**src/hw/rtl/cplm_pkg.sv**
```systemverilog
// Shared definitions for the colour palette learn/match block.
// Request and register codes, reset values, command/status structs and helpers.
// No dependencies.
`default_nettype none

package cplm_pkg;

    localparam int unsigned PALETTE_DEPTH_DEF = 64;

    localparam logic [7:0] TOL_RESET   = 8'd32;
    localparam logic [7:0] WHITE_RESET = 8'd250;

    // request codes
    localparam logic [1:0] REQ_CLEAR = 2'd0;
    localparam logic [1:0] REQ_LEARN = 2'd1;
    localparam logic [1:0] REQ_MATCH = 2'd2;

    // configuration register indexes
    localparam logic CFG_TOLERANCE   = 1'b0;
    localparam logic CFG_WHITE_LIMIT = 1'b1;

    // controller -> datapath
    typedef struct packed {
        logic load;         // latch the incoming item, rewind the scan index
        logic rd_en;        // read the palette entry at the scan index
        logic inc_idx;      // advance the scan index
        logic res_load;     // capture the result item
        logic res_matched;
        logic res_stored;
        logic res_dropped;
        logic wr_en;        // append the colour to the palette
        logic clr_count;    // empty the palette
    } cmd_t;

    // datapath -> controller
    typedef struct packed {
        logic [1:0] req;
        logic       white;
        logic       count_zero;
        logic       full;
        logic       idx_last;
        logic       hit;
        logic       out_free;
    } status_t;

    function automatic logic [9:0] chan_sum(input logic [23:0] c);
        chan_sum = 10'(c[23:16]) + 10'(c[15:8]) + 10'(c[7:0]);
    endfunction

    function automatic logic [9:0] abs_diff10(input logic [9:0] a, input logic [9:0] b);
        abs_diff10 = (a >= b) ? (a - b) : (b - a);
    endfunction

    function automatic logic [7:0] abs_diff8(input logic [7:0] a, input logic [7:0] b);
        abs_diff8 = (a >= b) ? (a - b) : (b - a);
    endfunction

endpackage

`default_nettype wire

```
**src/hw/rtl/cplm_dp.sv**
```systemverilog
// Datapath: palette memory, entry count, scan index, comparators,
// configuration registers and the output register. Uses cplm_pkg.
`default_nettype none

module cplm_dp #(
    parameter int unsigned PALETTE_DEPTH = cplm_pkg::PALETTE_DEPTH_DEF,
    parameter int unsigned CNT_W         = $clog2(PALETTE_DEPTH + 1),
    parameter int unsigned IDX_W         = (PALETTE_DEPTH > 1) ? $clog2(PALETTE_DEPTH) : 1
) (
    input  wire                   clk,
    input  wire                   rst_n,
    input  cplm_pkg::cmd_t        cmd,
    output cplm_pkg::status_t     status,
    input  wire  [1:0]            req_type,
    input  wire  [23:0]           color,
    input  wire                   out_ready,
    input  wire                   cfg_we,
    input  wire                   cfg_index,
    input  wire  [7:0]            cfg_data,
    output logic                  out_valid,
    output logic                  matched,
    output logic                  stored,
    output logic                  dropped_full,
    output logic [6:0]            entry_count
);

    logic [23:0]      palette_mem [PALETTE_DEPTH];

    logic [1:0]       req_reg;
    logic [23:0]      color_reg;
    logic [9:0]       sum_reg;
    logic [23:0]      rd_data_reg;
    logic [IDX_W-1:0] idx_reg,   idx_next;
    logic [CNT_W-1:0] count_reg, count_next;
    logic [7:0]       tol_reg,   tol_next;
    logic [7:0]       white_reg, white_next;
    logic             out_valid_reg, out_valid_next;
    logic             matched_reg, stored_reg, dropped_reg;
    logic [6:0]       entry_count_reg;

    logic [CNT_W-1:0] idx_ext;
    logic [CNT_W+6:0] count_wide;
    logic             learn_hit;
    logic             match_hit;

    // scan index
    always_comb
    begin
        idx_next = idx_reg;
        if (cmd.load)
        begin
            idx_next = '0;
        end
        else if (cmd.inc_idx)
        begin
            idx_next = idx_reg + IDX_W'(1);
        end
    end

    // entry count
    always_comb
    begin
        count_next = count_reg;
        if (cmd.clr_count)
        begin
            count_next = '0;
        end
        else if (cmd.wr_en)
        begin
            count_next = count_reg + CNT_W'(1);
        end
    end

    // configuration registers
    always_comb
    begin
        tol_next   = tol_reg;
        white_next = white_reg;
        if (cfg_we)
        begin
            case (cfg_index)
                cplm_pkg::CFG_TOLERANCE:   tol_next   = cfg_data;
                cplm_pkg::CFG_WHITE_LIMIT: white_next = cfg_data;
                default:                   tol_next   = tol_reg;
            endcase
        end
    end

    always_comb
    begin
        out_valid_next = out_valid_reg;
        if (cmd.res_load)
        begin
            out_valid_next = 1'b1;
        end
        else if (out_ready)
        begin
            out_valid_next = 1'b0;
        end
    end

    always_ff @(posedge clk or negedge rst_n)
    begin
        if (!rst_n)
        begin
            idx_reg       <= '0;
            count_reg     <= '0;
            tol_reg       <= cplm_pkg::TOL_RESET;
            white_reg     <= cplm_pkg::WHITE_RESET;
            out_valid_reg <= 1'b0;
        end
        else
        begin
            idx_reg       <= idx_next;
            count_reg     <= count_next;
            tol_reg       <= tol_next;
            white_reg     <= white_next;
            out_valid_reg <= out_valid_next;
        end
    end

    // item payload and result fields
    always_ff @(posedge clk)
    begin
        if (cmd.load)
        begin
            req_reg   <= req_type;
            color_reg <= color;
            sum_reg   <= cplm_pkg::chan_sum(color);
        end
        if (cmd.res_load)
        begin
            matched_reg     <= cmd.res_matched;
            stored_reg      <= cmd.res_stored;
            dropped_reg     <= cmd.res_dropped;
            entry_count_reg <= count_wide[6:0];
        end
    end

    // palette memory: one write port, one registered read port
    always_ff @(posedge clk)
    begin
        if (cmd.wr_en)
        begin
            palette_mem[count_reg[IDX_W-1:0]] <= color_reg;
        end
        if (cmd.rd_en)
        begin
            rd_data_reg <= palette_mem[idx_reg];
        end
    end

    assign count_wide = {7'd0, count_next};
    assign idx_ext    = CNT_W'(idx_reg);

    assign learn_hit = cplm_pkg::abs_diff10(cplm_pkg::chan_sum(rd_data_reg), sum_reg)
                       < 10'(tol_reg[7:2]);

    assign match_hit = (cplm_pkg::abs_diff8(color_reg[23:16], rd_data_reg[23:16]) <= tol_reg)
                    && (cplm_pkg::abs_diff8(color_reg[15:8],  rd_data_reg[15:8])  <= tol_reg)
                    && (cplm_pkg::abs_diff8(color_reg[7:0],   rd_data_reg[7:0])   <= tol_reg);

    assign status.req        = req_reg;
    assign status.white      = (color_reg[23:16] > white_reg) && (color_reg[15:8] > white_reg)
                            && (color_reg[7:0] > white_reg);
    assign status.count_zero = (count_reg == '0);
    assign status.full       = (count_reg == CNT_W'(PALETTE_DEPTH));
    assign status.idx_last   = (CNT_W'(idx_ext + CNT_W'(1)) == count_reg);
    assign status.hit        = (req_reg == cplm_pkg::REQ_LEARN) ? learn_hit : match_hit;
    assign status.out_free   = !out_valid_reg || out_ready;

    assign out_valid    = out_valid_reg;
    assign matched      = matched_reg;
    assign stored       = stored_reg;
    assign dropped_full = dropped_reg;
    assign entry_count  = entry_count_reg;

endmodule

`default_nettype wire

```
**src/hw/rtl/cplm_ctrl.sv**
```systemverilog
// Controller: sequences one item at a time through the palette scan.
// Drives cmd_t to the datapath, reads status_t back. Uses cplm_pkg.
`default_nettype none

module cplm_ctrl (
    input  wire                  clk,
    input  wire                  rst_n,
    input  wire                  in_valid,
    output logic                 in_ready,
    input  cplm_pkg::status_t    status,
    output cplm_pkg::cmd_t       cmd
);

    localparam logic [2:0] S_IDLE  = 3'd0;
    localparam logic [2:0] S_START = 3'd1;
    localparam logic [2:0] S_READ  = 3'd2;
    localparam logic [2:0] S_CMP   = 3'd3;
    localparam logic [2:0] S_FIN   = 3'd4;

    logic [2:0] state_reg, state_next;
    logic       found_reg, found_next;
    logic       is_learn;
    logic       is_match;

    assign is_learn = (status.req == cplm_pkg::REQ_LEARN);
    assign is_match = (status.req == cplm_pkg::REQ_MATCH);
    assign in_ready = (state_reg == S_IDLE);

    always_comb
    begin
        state_next = state_reg;
        found_next = found_reg;
        cmd        = '0;
        case (state_reg)
            S_IDLE:
            begin
                if (in_valid)
                begin
                    cmd.load   = 1'b1;
                    found_next = 1'b0;
                    state_next = S_START;
                end
            end
            S_START:
            begin
                // skip the scan for an empty palette, a white pixel in a match, or no search
                if ((is_learn || (is_match && !status.white)) && !status.count_zero)
                begin
                    state_next = S_READ;
                end
                else
                begin
                    state_next = S_FIN;
                end
            end
            S_READ:
            begin
                cmd.rd_en  = 1'b1;
                state_next = S_CMP;
            end
            S_CMP:
            begin
                if (status.hit)
                begin
                    found_next = 1'b1;
                    state_next = S_FIN;
                end
                else if (status.idx_last)
                begin
                    state_next = S_FIN;
                end
                else
                begin
                    cmd.inc_idx = 1'b1;
                    state_next  = S_READ;
                end
            end
            S_FIN:
            begin
                if (status.out_free)
                begin
                    cmd.res_load    = 1'b1;
                    cmd.clr_count   = (status.req == cplm_pkg::REQ_CLEAR);
                    cmd.res_matched = is_match && found_reg;
                    cmd.res_stored  = is_learn && !found_reg && !status.full;
                    cmd.res_dropped = is_learn && !found_reg && status.full;
                    cmd.wr_en       = is_learn && !found_reg && !status.full;
                    state_next      = S_IDLE;
                end
            end
            default:
            begin
                state_next = S_IDLE;
            end
        endcase
    end

    always_ff @(posedge clk or negedge rst_n)
    begin
        if (!rst_n)
        begin
            state_reg <= S_IDLE;
            found_reg <= 1'b0;
        end
        else
        begin
            state_reg <= state_next;
            found_reg <= found_next;
        end
    end

endmodule

`default_nettype wire

```
**src/hw/rtl/color_palette_learn_match.sv**
```systemverilog
// Colour palette learn/match: no palette scan runs when there is nothing to search
// (clear, unused code, white pixel in a match, empty palette); otherwise each entry
// examined costs one palette memory read plus compare.
// One item at a time: the next item is taken the cycle after the result is registered.
// Reset clears the entry count and output valid and loads tolerance 32, white limit 250;
// the palette memory is not cleared, entries at or above the count are never read.
`default_nettype none

module color_palette_learn_match #(
    parameter int unsigned PALETTE_DEPTH = cplm_pkg::PALETTE_DEPTH_DEF
) (
    input  wire         clk,
    input  wire         rst_n,
    // item input
    input  wire         in_valid,
    output logic        in_ready,
    input  wire  [1:0]  req_type,
    input  wire  [23:0] color,
    // result output
    output logic        out_valid,
    input  wire         out_ready,
    output logic        matched,
    output logic        stored,
    output logic        dropped_full,
    output logic [6:0]  entry_count,
    // configuration writes
    input  wire         cfg_we,
    input  wire         cfg_index,
    input  wire  [7:0]  cfg_data
);

    // count holds 0..PALETTE_DEPTH, the index addresses entries 0..PALETTE_DEPTH-1
    localparam int unsigned CNT_W = $clog2(PALETTE_DEPTH + 1);
    localparam int unsigned IDX_W = (PALETTE_DEPTH > 1) ? $clog2(PALETTE_DEPTH) : 1;

    cplm_pkg::cmd_t    cmd;
    cplm_pkg::status_t status;

    // sequencer: accept, decide whether to scan, walk entries, emit the result
    cplm_ctrl u_ctrl (
        .clk      (clk),
        .rst_n    (rst_n),
        .in_valid (in_valid),
        .in_ready (in_ready),
        .status   (status),
        .cmd      (cmd)
    );

    // storage and arithmetic: palette memory, comparators, output register
    cplm_dp #(
        .PALETTE_DEPTH (PALETTE_DEPTH),
        .CNT_W         (CNT_W),
        .IDX_W         (IDX_W)
    ) u_dp (
        .clk          (clk),
        .rst_n        (rst_n),
        .cmd          (cmd),
        .status       (status),
        .req_type     (req_type),
        .color        (color),
        .out_ready    (out_ready),
        .cfg_we       (cfg_we),
        .cfg_index    (cfg_index),
        .cfg_data     (cfg_data),
        .out_valid    (out_valid),
        .matched      (matched),
        .stored       (stored),
        .dropped_full (dropped_full),
        .entry_count  (entry_count)
    );

endmodule

`default_nettype wire

```
**config.mk**
```make
export PLATFORM = sky130hd
export DESIGN_NAME = color_palette_learn_match
export DESIGN_NICKNAME = d
export VERILOG_FILES = /design/src/hw/rtl/cplm_pkg.sv /design/src/hw/rtl/cplm_dp.sv /design/src/hw/rtl/cplm_ctrl.sv /design/src/hw/rtl/color_palette_learn_match.sv
export SDC_FILE = /design/constraint.sdc
export NUM_CORES = 2
export LEC_CHECK = 0
export BUFFER_PORTS_ARGS = -buffer_cell sky130_fd_sc_hd__clkbuf_2
export CELL_PAD_IN_SITES_DETAIL_PLACEMENT = 1
export CELL_PAD_IN_SITES_GLOBAL_PLACEMENT = 1
export CORE_ASPECT_RATIO = 2
export CORE_MARGIN = 2
export CORE_UTILIZATION = 42
export CTS_BUF_LIST = sky130_fd_sc_hd__clkbuf_8
export CTS_CLUSTER_SIZE = 40
export DETAILED_ROUTE_END_ITERATION = 10
export GPL_TIMING_DRIVEN = 1
export PLACE_DENSITY = 0.74
export SLEW_MARGIN = 20
export SYNTH_ARGS = -nofsm -noshare
export SYNTH_HDL_FRONTEND = slang
export SYNTH_HIERARCHICAL = 1
export SYNTH_SLANG_ARGS = --single-unit
```
**constraint.sdc**
```tcl
create_clock -name clk -period 7.8 [get_ports clk]
set_input_delay 0.78 -clock clk [delete_from_list [all_inputs] [get_ports clk]]
set_output_delay 0.78 -clock clk [all_outputs]
set_load 0.01 [all_outputs]
```
* Word level (Yosys, flattened, before mapping)
Memory sizes are Yosys's and may differ from the RTL's. A register that Yosys moved wholly into a read port is not among the register bits.
Index checks and enable logic that the tools add are counted.
** Word-level totals
- Logic and storage cells :: 111
- Memories :: 1
- Output and inout port bits :: 12
- Memory bits (writable) :: 1536
- Bits of input ports :: 40
- Register bits :: 80
** Memories
- u_dp.palette_mem :: words 64, bits a word 24, rd ports 1, clocked after memory_dff 1, wr ports 1, line cplm_dp.sv:27 : logic [23:0] palette_mem [PALETTE_DEPTH];
** Cells by class
- Equal/unequal tests :: 11
- Reduce and logical (&&, ||, !) cells :: 28
- Order comparisons :: 11
- Add/subtract/negate cells :: 15
- Mux-type cells :: 30
- Bitwise gates (word level) :: 1
** Operator list (count)
- 8-bit subtractor :: 6
- 8-bit greater-or-equal comparator :: 3
- 8-bit greater-than comparator :: 3
- 8-bit less-or-equal comparator :: 3
- 6-bit two-way mux :: 4
- 8-bit two-way mux :: 3
- 10-bit by 8-bit adder with 10-bit output :: 2
- 10-bit subtractor :: 2
- 8-bit by 8-bit adder with 9-bit output :: 2
- 3-bit two-way mux :: 5
- 3-bit one-hot mux with 5 select lines :: 1
- 7-bit two-way mux :: 2
- 1-bit two-way mux :: 13
- 10-bit greater-or-equal comparator :: 1
- 1-bit logical AND :: 10
- 10-bit by 6-bit < comparator with 1-bit output :: 1
- 10-bit two-way mux :: 1
- 2-bit AND reduction :: 4
- 6-bit by 1-bit adder with 7-bit output, second input constant :: 1
- 7-bit by 1-bit adder with 7-bit output, second input constant :: 1
- 7-bit == test :: 1
- 7-bit == test, second input constant :: 1
- 7-bit zero test :: 1
- 6-bit by 1-bit adder with 6-bit output, second input constant :: 1
- 14 further kinds :: 24

* Logic depth before layout (Yosys ltp)
- Word-level depth :: 10
- Gate-level depth with buffers :: 31
- Gate-level depth less buffers :: 31

* Modules after synthesis
The synthesis kept the hierarchy.
** Modules (own cells, without submodules)
- cplm_dp :: sequential area each 48985.7 um2, area an instance 67189.4 um2, cells each 3318, times used 1
- cplm_ctrl :: sequential area each 100.1 um2, area an instance 322.8 um2, cells each 39, times used 1

* Least setup slack after synthesis
OpenSTA, ideal clock, no wires.
- Path kind :: reg-to-reg
- Start :: register u_dp.rd_data_reg[1] (read register of u_dp.palette_mem)
- End :: register u_dp.idx_reg[5]
- Clock period less this slack :: 6.479 ns
- Arrival :: 6.384 ns
- Setup time :: 0.095 ns
- Required time :: 7.705 ns
- Path slack :: 1.321 ns
- Cell stages (with the launch flop) :: 32
- Buffers on the path :: 1
- Path through :: edfxtp_1 > inv_1 > fa_1 > inv_1 > ha_1 > fa_1 > a21o_1 > a21oi_1 > nor2b_1 > o21a_1 > nor2_1 > xnor2_1 > ha_1 > clkbuf_1 > a21oi_1 > o211a_1 > o21ai_1 > mux2i_1 > xor2_1 > ha_1 > o2111ai_1 > a21oi_1 > nor3_1 > o211ai_1 > nor4_1 > a311o_1 > nor2_1 > nand2_1 > nor3b_1 > nand3_1 > or3_1 > a21oi_1
** RTL lines
- start, declared :: line cplm_dp.sv:32 : logic [23:0] rd_data_reg;
- end signal, assigned :: line cplm_dp.sv:114 : idx_reg <= idx_next;
- end, declared :: line cplm_dp.sv:33 : logic [IDX_W-1:0] idx_reg, idx_next;

==> insert_results.sql <==
INSERT INTO impl_metrics (metric_group, metric, value, unit) VALUES
('worst_setup_path', 'cp_common_cell', 'nor2_1', ''),
('power', 'vdd_ir_drop_max', '0.248', 'mV'),
('finish', 'design.final.nets', '3772', ''),
('worst_setup_path', 'worstRegToRegCells', '32', ''),
('power', 'switching_power', '6.48', 'mW'),
('timing', 'finalCritPeriodShare', '0.934', ''),
('grt', 'grt_pass1_vias', '37300', ''),
('clocking', 'path_clk_slew', '90', 'ps'),
('clocking', 'clock_insertion_delay_worst_skew', '940', 'ps'),
('worst_setup_path', 'cp_max_fo', '12', ''),
('finish', 'layout_common_cells', '1606 x edfxtp_1, 408 x mux4_2, 217 x clkbuf_8', ''),
('place', 'postPlaceCellArea', '70600', 'um2'),
('yosys', 'synth.yosys.warnings', '6', ''),
('power', 'share_of_total_power_in_the_clock_network', '0.290', ''),
('detailed_routing', 'firstDrtPassIters', '5', ''),
('finish', 'largest_register_ffs', '1536', ''),
('clocking', 'cts-root-buf', 'clkbuf_8', ''),
('worst_setup_path', 'critical_path.slowest_cell', 'fa_1', ''),
('floorplan', 'core_region_area', '160000', 'um2'),
('timing', 'finalHoldWorstSlack', '67.9', 'ps'),
('detailed_routing', 'dr_total_vias', '34500', ''),
('power', 'cellInternalPower', '15.4', 'mW'),
('detailed_routing', 'detail_route.wl_per_cell', '32.2', 'um'),
('clocking', 'cts-buffers-inserted', '213', ''),
('worst_setup_path', 'timing.critical_path.to_type', 'flip-flop', ''),
('detailed_routing', 'final_antenna_net_count', '0', ''),
('place', 'placer_congestion', '0.899', ''),
('finish', 'share_of_final_layout_standard_cells_stronger_than_drive_strength_1', '0.258', ''),
('worst_setup_path', 'startpoint_type', 'flip-flop', ''),
('yosys', 'synth_edf_count', '1606', ''),
('timing', 'skew', '103', 'ps'),
('hold_path', 'hold_depth', '3', ''),
('timing', 'timing.final.crit_period', '7280', 'ps'),
('worst_setup_path', 'path_class', 'reg -> reg', ''),
('clocking', 'cts_num_sinks', '1640', ''),
('grt', 'global_route.usage.total', '0.231', ''),
('floorplan', 'die_height', '571', 'um'),
('power', 'pwr-share-comb', '0.236', ''),
('power', 'swShare', '0.296', ''),
('grt', 'grt_first_pass_wirelength', '267000', 'um'),
('timing', 'finalHoldViolations', '0', ''),
('finish', 'sequential_cell_area', '49100', 'um2'),
('place', 'place.port_buffers', '51', ''),
('run_status', 'status', 'finished, final reports clean', ''),
('timing', 'final-setup-viol-count', '0', ''),
('yosys', 'postSynthRegisterBits', '1640', ''),
('timing', 'slew_headroom', '0.235', ''),
('detailed_routing', 'routed_wl', '188000', 'um'),
('finish', 'synthToLayoutAreaGrowth', '10.8', '%'),
('finish', 'final_cells', '5840', ''),
('place', 'hpwl', '114000', 'um'),
('power', 'power.density', '292', 'nW/um2'),
('floorplan', 'floorplan.die.width', '288', 'um'),
('finish', 'area_used_by_multi_input_combinational_logic', '17300', 'um2'),
('worst_setup_path', 'critical-path-max-stage-delay', '600', 'ps'),
('clocking', 'max-clock-path-buffers', '4', ''),
('grt', 'grt_antenna_before_repair', '8', ''),
('yosys', 'yosysSeqAreaShare', '0.727', ''),
('yosys', 'synth_cells', '3357', ''),
('floorplan', 'placement_rows', '208', ''),
('detailed_routing', 'detail_route.drc_violations', '0', ''),
('power', 'leakage', '23.5', 'nW'),
('timing', 'tightestPinTransition', '1140', 'ps'),
('place', 'dp.cells', '5452', ''),
('yosys', 'synth_cell_type_count', '68', ''),
('yosys', 'netlist.top_cell.by_area', 'edfxtp_1', ''),
('hold_path', 'timing.hold.worst.class', 'in -> reg', ''),
('floorplan', 'design.die.area', '164000', 'um2'),
('floorplan', 'starting_density', '0.422', ''),
('grt', 'global_route_total_overflow', '0', ''),
('detailed_routing', 'via_per_instance_ratio', '5.91', '');
[area by class of cell]
| cell class | instances | area share |
|---|---|---|
| antenna | 4 | 0.000134 |
| clock inverter | 162 | 0.0151 |
| timing repair buffer | 168 | 0.0164 |
| tap | 2100 | 0.0351 |
| multi-input combinational | 1443 | 0.232 |
| sequential | 1640 | 0.656 |
| inverter | 106 | 0.00532 |
| clock buffer | 217 | 0.0399 |
[power groups by stage]
stage / sequential [mW] / combinational (mW) / clock, mW
floorplan: 10.7 / 3.39 / 0
global placement: 10.6 / 5.01 / 0
detailed placement: 10.6 / 5.11 / 0
CTS: 10.4 / 5.13 / 6.47
global route: 10.4 / 5.54 / 6.77
finish: 10.4 / 5.16 / 6.33
[worst max-delay path, delay by kind of cell, from the launching register on]
family,cells,cell delay [ps]
adders and majority gates,5,2010
AOI/OAI and AO/OA,9,2040
DFF,1,420
buffers and inverters,3,360
muxes,1,240
and+or+nand+nor,11,1500
xor gates and xnor gates,3,500
[path summary, 6_finish.rpt]
kind | start | end | slack [ps]
worst max-delay path | u_dp/rd_data_reg[1] | u_dp/idx_reg[4] | 520
worst min-delay path | cfg_data[5] | u_dp/tol_reg[5] | 70
worst max register to register | u_dp/rd_data_reg[1] | u_dp/idx_reg[4] | 520
worst min register to register | u_dp/white_reg[2] | u_dp/white_reg[2] | 530
max in group asynchronous | rst_n | u_dp/idx_reg[2] | 6470
min in group asynchronous | rst_n | u_dp/tol_reg[3] | 540
[timing repair]
action	4_1_cts	5_1_grt
hold endpoints to repair	17	0
setup buffers	0	1
hold buffers	2	0
setup endpoints to repair	0	6
gates resized for setup	0	4
[per-stage QoR]
| stage | power (mW) | setup TNS [ps] | worst slack, ps | utilization |
|---|---|---|---|---|
| finish | 21.9 | 0 | 517 | 0.467 |
| global route | 22.7 | -15.9 | -12.2 | 0.467 |
| CTS | 22.0 | 0 | 251 | 0.467 |
| detailed placement | 15.7 | 0 | 361 | 0.441 |
| global placement | 15.6 | 0 | 430 | 0.441 |
| floorplan | 14.1 | 0 | 1320 | - |
[cell families (layout without fill, tap and decap cells)]
| logic type | Yosys count | in the layout | synth area share |
|---|---|---|---|
| AO/OA/AOI/OAI | 362 | 362 | 0.0356 |
| multiplexers | 543 | 543 | 0.156 |
| adder cells (fa/ha/maj) | 160 | 160 | 0.0325 |
| XOR/XNOR | 52 | 52 | 0.00675 |
| AND/OR/NAND/NOR | 326 | 326 | 0.0227 |
| flip-flops | 1640 | 1640 | 0.727 |
| other | 0 | 4 | 0 |
| buffers and inverters | 274 | 653 | 0.0190 |
[synth_stat cells (3+ instances only)]
library cell / n
edfxtp_1: 1606
mux4_2: 408
nor2_1: 139
ha_1: 134
mux2i_1: 122
a21oi_1: 107
inv_1: 105
clkbuf_1: 85
nand2_1: 62
o22ai_1: 50
o221ai_1: 48
o21ai_0: 44
buf_4: 33
a211o_1: 28
nor2b_1: 28
xor2_1: 28
dfrtp_1: 27
fa_1: 26
xnor2_1: 24
nand4_1: 20
buf_2: 19
a21o_1: 18
buf_1: 18
nor3_1: 17
nand3_1: 15
nand2b_1: 14
o21a_1: 14
buf_6: 11
mux2_2: 11
o211ai_1: 11
nor4_1: 8
o41ai_1: 8
a21boi_0: 7
dfstp_2: 7
a31oi_1: 5
a211oi_1: 3
and2_1: 3
nand3b_1: 3
nor3b_1: 3
or3_1: 3
[metal layers]
metal | global-route usage | routed length, um | vias up
li1 | - | - | 14200
met1 | 0.253 | 62800 | 18400
met2 | 0.407 | 98500 | 1420
met3 | 0.0290 | 10300 | 480
met4 | 0.175 | 16500 | 4
met5 | 0 | 27 | -
Note: power is estimated with default switching activity, not from simulation.
